==> config.mk <==
export PLATFORM = sky130hd
export DESIGN_NAME = zph_keygen
export DESIGN_NICKNAME = d
export VERILOG_FILES = /design/src/hdl/zph_pkg.sv /design/src/hdl/zph_keygen.sv
export SDC_FILE = /design/constraint.sdc
export NUM_CORES = 2
export LEC_CHECK = 0
export BUFFER_PORTS_ARGS = -buffer_cell sky130_fd_sc_hd__buf_2
export CAP_MARGIN = 20
export CORE_AREA = 2 2 263 265
export CTS_BUF_LIST = sky130_fd_sc_hd__clkbuf_4 sky130_fd_sc_hd__clkbuf_8
export CTS_CLUSTER_SIZE = 24
export DETAILED_ROUTE_END_ITERATION = 10
export DIE_AREA = 0 0 265 267
export HOLD_SLACK_MARGIN = 0.1
export PLACE_DENSITY = 0.8
export SETUP_SLACK_MARGIN = 0.3
export SLEW_MARGIN = 0
export SYNTH_ARGS = -nofsm -noshare
export SYNTH_HDL_FRONTEND = slang
export SYNTH_SLANG_ARGS = --single-unit
==> constraint.sdc <==
create_clock -name clk -period 13.8 [get_ports clk]
set_input_delay 2.76 -clock clk [delete_from_list [all_inputs] [get_ports clk]]
set_output_delay 2.76 -clock clk [all_outputs]
set_load 0.01 [all_outputs]
==> src/hdl/zph_pkg.sv <==
// ----------------------------------------------------------------------------
// zph_pkg
// Shared constants, types and codes of the Zobrist position hasher.
// ----------------------------------------------------------------------------
package zph_pkg;

  // Board geometry and key store size.
  localparam int BOARD_DIM = 15;
  localparam int CELLS     = BOARD_DIM * BOARD_DIM;
  localparam int KEY_COUNT = 2 * CELLS;
  localparam int KEY_AW    = $clog2(KEY_COUNT);
  localparam int CNT_W     = $clog2(KEY_COUNT + 1);

  // Generator constants.
  localparam logic [63:0] GOLDEN_STEP = 64'h9E37_79B9_7F4A_7C15;
  localparam logic [63:0] MIX_A       = 64'hBF58_476D_1CE4_E5B9;
  localparam logic [63:0] MIX_B       = 64'h94D0_49BB_1331_11EB;

  // Operation codes.
  localparam logic [1:0] OP_PIECE = 2'd0;
  localparam logic [1:0] OP_SIDE  = 2'd1;
  localparam logic [1:0] OP_CELL  = 2'd2;

  // Cell colors.
  localparam logic [1:0] COLOR_BLACK = 2'd1;
  localparam logic [1:0] COLOR_WHITE = 2'd2;

  typedef logic [KEY_AW-1:0] key_addr_t;
  typedef logic [CNT_W-1:0]  key_cnt_t;

  // Write port of the key store, driven by the generator.
  typedef struct packed {
    logic        wr_en;
    key_addr_t   wr_addr;
    logic [63:0] wr_data;
  } zph_key_wr_t;

  // Generator status seen by the datapath.
  typedef struct packed {
    logic        done;
    logic [63:0] side_key;
  } zph_gen_status_t;

endpackage

==> src/hdl/zph_keygen.sv <==
// ----------------------------------------------------------------------------
// zph_keygen
// Splitmix64 key generator that fills the key store after reset.
// Each 64-bit product is built from three 32x32 partial products on one
// shared multiplier.
// ----------------------------------------------------------------------------
module zph_keygen (
  input  logic                     clk,
  input  logic                     rst,
  output zph_pkg::zph_key_wr_t     wr,
  output zph_pkg::zph_gen_status_t status
);

  localparam logic [1:0] ST_ADV  = 2'd0;
  localparam logic [1:0] ST_MUL  = 2'd1;
  localparam logic [1:0] ST_MIX  = 2'd2;
  localparam logic [1:0] ST_DONE = 2'd3;

  logic [1:0]        state;
  logic [1:0]        step;
  logic              mul_sel;
  zph_pkg::key_cnt_t cnt;
  logic [63:0]       gen_s;
  logic [63:0]       z;
  logic [63:0]       acc;
  logic [63:0]       side_key;
  logic              done;

  logic [63:0] s_sum;
  logic [63:0] mix_const;
  logic [31:0] mul_a;
  logic [31:0] mul_b;
  logic [63:0] prod;
  logic [63:0] key_val;
  logic        key_ready;

  // Operand selection for the shared partial-product multiplier.
  always_comb begin
    s_sum     = gen_s + zph_pkg::GOLDEN_STEP;
    mix_const = mul_sel ? zph_pkg::MIX_B : zph_pkg::MIX_A;
    mul_a     = (step == 2'd2) ? z[63:32] : z[31:0];
    mul_b     = (step == 2'd1) ? mix_const[63:32] : mix_const[31:0];
    prod      = 64'(mul_a) * 64'(mul_b);
    key_val   = acc ^ (acc >> 31);
    key_ready = (state == ST_MIX) && mul_sel;
  end

  // Sequencer: advance state, two multiplies with mixing, then store.
  always_ff @(posedge clk) begin
    if (rst) begin
      state   <= ST_ADV;
      step    <= 2'd0;
      mul_sel <= 1'b0;
      cnt     <= '0;
      gen_s   <= zph_pkg::GOLDEN_STEP;
      done    <= 1'b0;
    end else begin
      unique case (state)
        ST_ADV: begin
          gen_s   <= s_sum;
          z       <= s_sum ^ (s_sum >> 30);
          mul_sel <= 1'b0;
          step    <= 2'd0;
          state   <= ST_MUL;
        end
        ST_MUL: begin
          if (step == 2'd0) begin
            acc <= prod;
          end else begin
            acc[63:32] <= acc[63:32] + prod[31:0];
          end
          if (step == 2'd2) begin
            step  <= 2'd0;
            state <= ST_MIX;
          end else begin
            step <= step + 2'd1;
          end
        end
        ST_MIX: begin
          if (!mul_sel) begin
            z       <= acc ^ (acc >> 27);
            mul_sel <= 1'b1;
            state   <= ST_MUL;
          end else if (cnt == zph_pkg::key_cnt_t'(zph_pkg::KEY_COUNT)) begin
            side_key <= key_val;
            done     <= 1'b1;
            state    <= ST_DONE;
          end else begin
            cnt   <= cnt + 1'b1;
            state <= ST_ADV;
          end
        end
        default: begin
          state <= ST_DONE;
        end
      endcase
    end
  end

  // Piece keys go to the store; the last value becomes the side key.
  always_comb begin
    wr.wr_en   = key_ready && (cnt != zph_pkg::key_cnt_t'(zph_pkg::KEY_COUNT));
    wr.wr_addr = cnt[zph_pkg::KEY_AW-1:0];
    wr.wr_data = key_val;
    status.done     = done;
    status.side_key = side_key;
  end

endmodule

==> run metrics <==
status finished clean; number of enable flip-flop cells after synthesis roughly 190; Worst R2R Start step[1]$_SDFFE_PP0P_; Max Freq about 84 MHz; first-pass GRT wire length between 200000 and 250000 µm; simple-gate share of the synthesized area 0.0995; Die H roughly 270 µm; Ports between 100 and 150; Period minus WS final between 10000 and 15000 ps; R2R depth 33; reg-to-reg setup timing slack between 1500 and 2000 ps; Slew Limit Headroom 0.190; Slew Limit Fails 0; CP required 14130 ps; final worst-path cycle share 0.860; fin nets roughly 5700; pin count of the biggest net entering global routing 140; Setup TNS 0 ps; Top FF cell, synth edfxtp_1; Worst Hold Path EP done$_SDFFE_PP0P_; Critical Path Source step[1]$_SDFFE_PP0P_; post-synthesis sequential area ratio 0.168; total track usage 0.437; RSZ-0062 raised after global routing false; Hold Path Class flop to flop; # DRC 0; Yosys warning count 0; Root Buffer clkbuf_8; crit path DAT 12190 ps; Post-Route WL roughly 150000 µm; crit start category flop; area share of xor/xnor cells in the synthesized design 0.0596; flops & latches, synth about 270; Num CTS Buffers 39; synth top area cells fa_1, edfxtp_1, ha_1; mean routed wirelength per cell 27.6 µm; mux contribution to synthesized area 0.0106; die width approximately 270 µm; post-synth top area cell fa_1; CTS Buffer Depth 3; CTS resizes 0; GR peak layer met2; CTS tree done; Post-CTS Setup Repair Bufs 0; Congestion Overflow GR 0; Slowest-stage cell, CP mux2i_1; largest stage delay on the critical path 960 ps; Initial Util 0.645; Cell Rows 96; most used cell, CP fa_1; Post-Synthesis Net Count ~5700; Worst-Margin Slew about 1200 ps; final setup violation count 0; Skew-Pair Late Insertion Delay between 500 and 600 ps; largest family of logic cells by synthesized area adder cells; Post-synth ARST share 0; critical path fanouts, max 21; drt pass-1 iters 5; Compound-Gate Fraction of Synth Area 0.0808; Mapped Cells 4504; Final Hold Vio Count 0; post-synthesis adder-cell area fraction 0.479; Clk pin slew, worst setup/hold paths 70 ps; Avg Cell Area, Syn around 9.7 µm²; via count between 30000 and 40000; Post-Syn Area roughly 0.044 mm²; GRT met2 Usage 0.653; Max Cap Viol 0; Final Wtd Congestion 1.07; total clock sinks between 200 and 300; Hold Path Depth 2; initial antenna violation count 2; Setup CP Type flop to flop; top cell type's share of synthesized area 0.374; hold_buf cts 0; DR iter-0 viols 4004; core area around 0.068 mm²; worst hold start done$_SDFFE_PP0P_; share of cells above drive strength 1 0.0686; clk_skew ~42 ps; H-tree levels 2; hpwl dp 128000 µm; DIE AREA 0.0708 mm²; port bufs between 100 and 150; number of global-route vias before repair 34400; Critical Path End Type flop; Final ANT Viol Nets 0; Vias/cell between 6 and 7; met1 usage 0.589; Area Growth Syn to Fin 4.99%; Critical R2R Capture acc[63]$_DFFE_PP_; M3 GR Usage 0.135; Synth cell types 84
worst max-delay path: cells and delay by family (launching register included):
| family | cells | cell delay (ps) |
|---|---|---|
| flops | 1 | 450 |
| simple gates | 7 | 1930 |
| mux | 2 | 1040 |
| compound gates | 4 | 1370 |
| xor+xnor | 2 | 550 |
| fa+ha+maj | 10 | 4840 |
| buf+inv | 8 | 1400 |
metal layers:
layer	routed length, µm	part of all wire
met1	57000	0.38
met2	65800	0.44
met3	19500	0.13
met4	8330	0.055
met5	16	0.00011
state kept, by name, indices dropped and copies added, names as in the netlist:
signal,flops
acc,64
done,1
gen_s,64
state,2
mul_sel,1
side_key,64
z,64
step,2
cnt,9
Yosys cell counts (all sizes together), types with 6 or more instances:
cell / n
nand2b: 33
nand4: 26
o21ai: 142
a21o: 76
a211o: 6
o21a: 14
clkbuf: 128
a211oi: 20
o21bai: 35
and3: 32
and2: 40
nand3: 27
a21oi: 199
dfxtp: 79
nand2: 290
fa: 818
edfxtp: 192
nor2b: 16
nor2: 374
or2: 12
a31oi: 14
ha: 368
o31ai: 12
or3b: 12
inv: 989
mux2i: 26
mux2: 17
nor3: 50
or3: 27
o22ai: 6
xor2: 155
xnor2: 143
buf: 50
nor4: 6
kinds of logic (layout without fill, tap and decap cells):
kind of cell               after synthesis  after routing
AOI/OAI and AO/OA                      571            571
muxes                                   43             43
DFF                                    271            271
other                                    1              6
buffers and inverters                 1169           1239
xor gates and xnor gates               298            298
adders and majority gates             1186           1186
and+or+nand+nor                        965            965
worst max path at each step:
stage | slack [ps] | endpoint | depth (start not counted)
2_1_floorplan | 3700 | acc[63]$_DFFE_PP_ | 37
3_3_place_gp | 2150 | acc[63]$_DFFE_PP_ | 32
3_5_place_dp | 2170 | acc[63]$_DFFE_PP_ | 33
4_1_cts | 2120 | acc[63]$_DFFE_PP_ | 33
5_1_grt | 1670 | acc[63]$_DFFE_PP_ | 33
6_report | 1930 | acc[63]$_DFFE_PP_ | 33
layout by cell type, fill, tap and decap left out, drive strengths merged, types with 76 or more instances in the layout:
master	n
inv	990
a21oi	199
a21o	76
o21ai	142
edfxtp	192
xor2	155
fa	818
nand2	290
ha	368
nor2	374
dfxtp	79
xnor2	143
buf	176
final cells by class:
type,count,area (µm²)
Inverter,991,3720
Sequential cell,271,7350
Tap cell,882,1100
Clock buffer,50,626
Timing Repair Buffer,177,988
Clock inverter,21,186
Antenna cell,5,12.5
Fill cell,5484,22000
Multi-Input combinational cell,3064,32000
through the flow:
step	utilization	worst slack, ps	hold slack (ps)	std cells	cell area (µm²)
global placement	0.664	2150	441	5382	45200
finish	0.677	1930	460	5461	46000
detailed placement	0.664	2170	449	5383	45200
global route	0.677	1670	502	5457	46000
CTS	0.676	2120	459	5454	46000
floorplan	-	3700	426	4504	43800
Power is left out: the tool's default activity adds up to more than one toggle a clock period on the data nets, which glitch-free logic cannot reach.
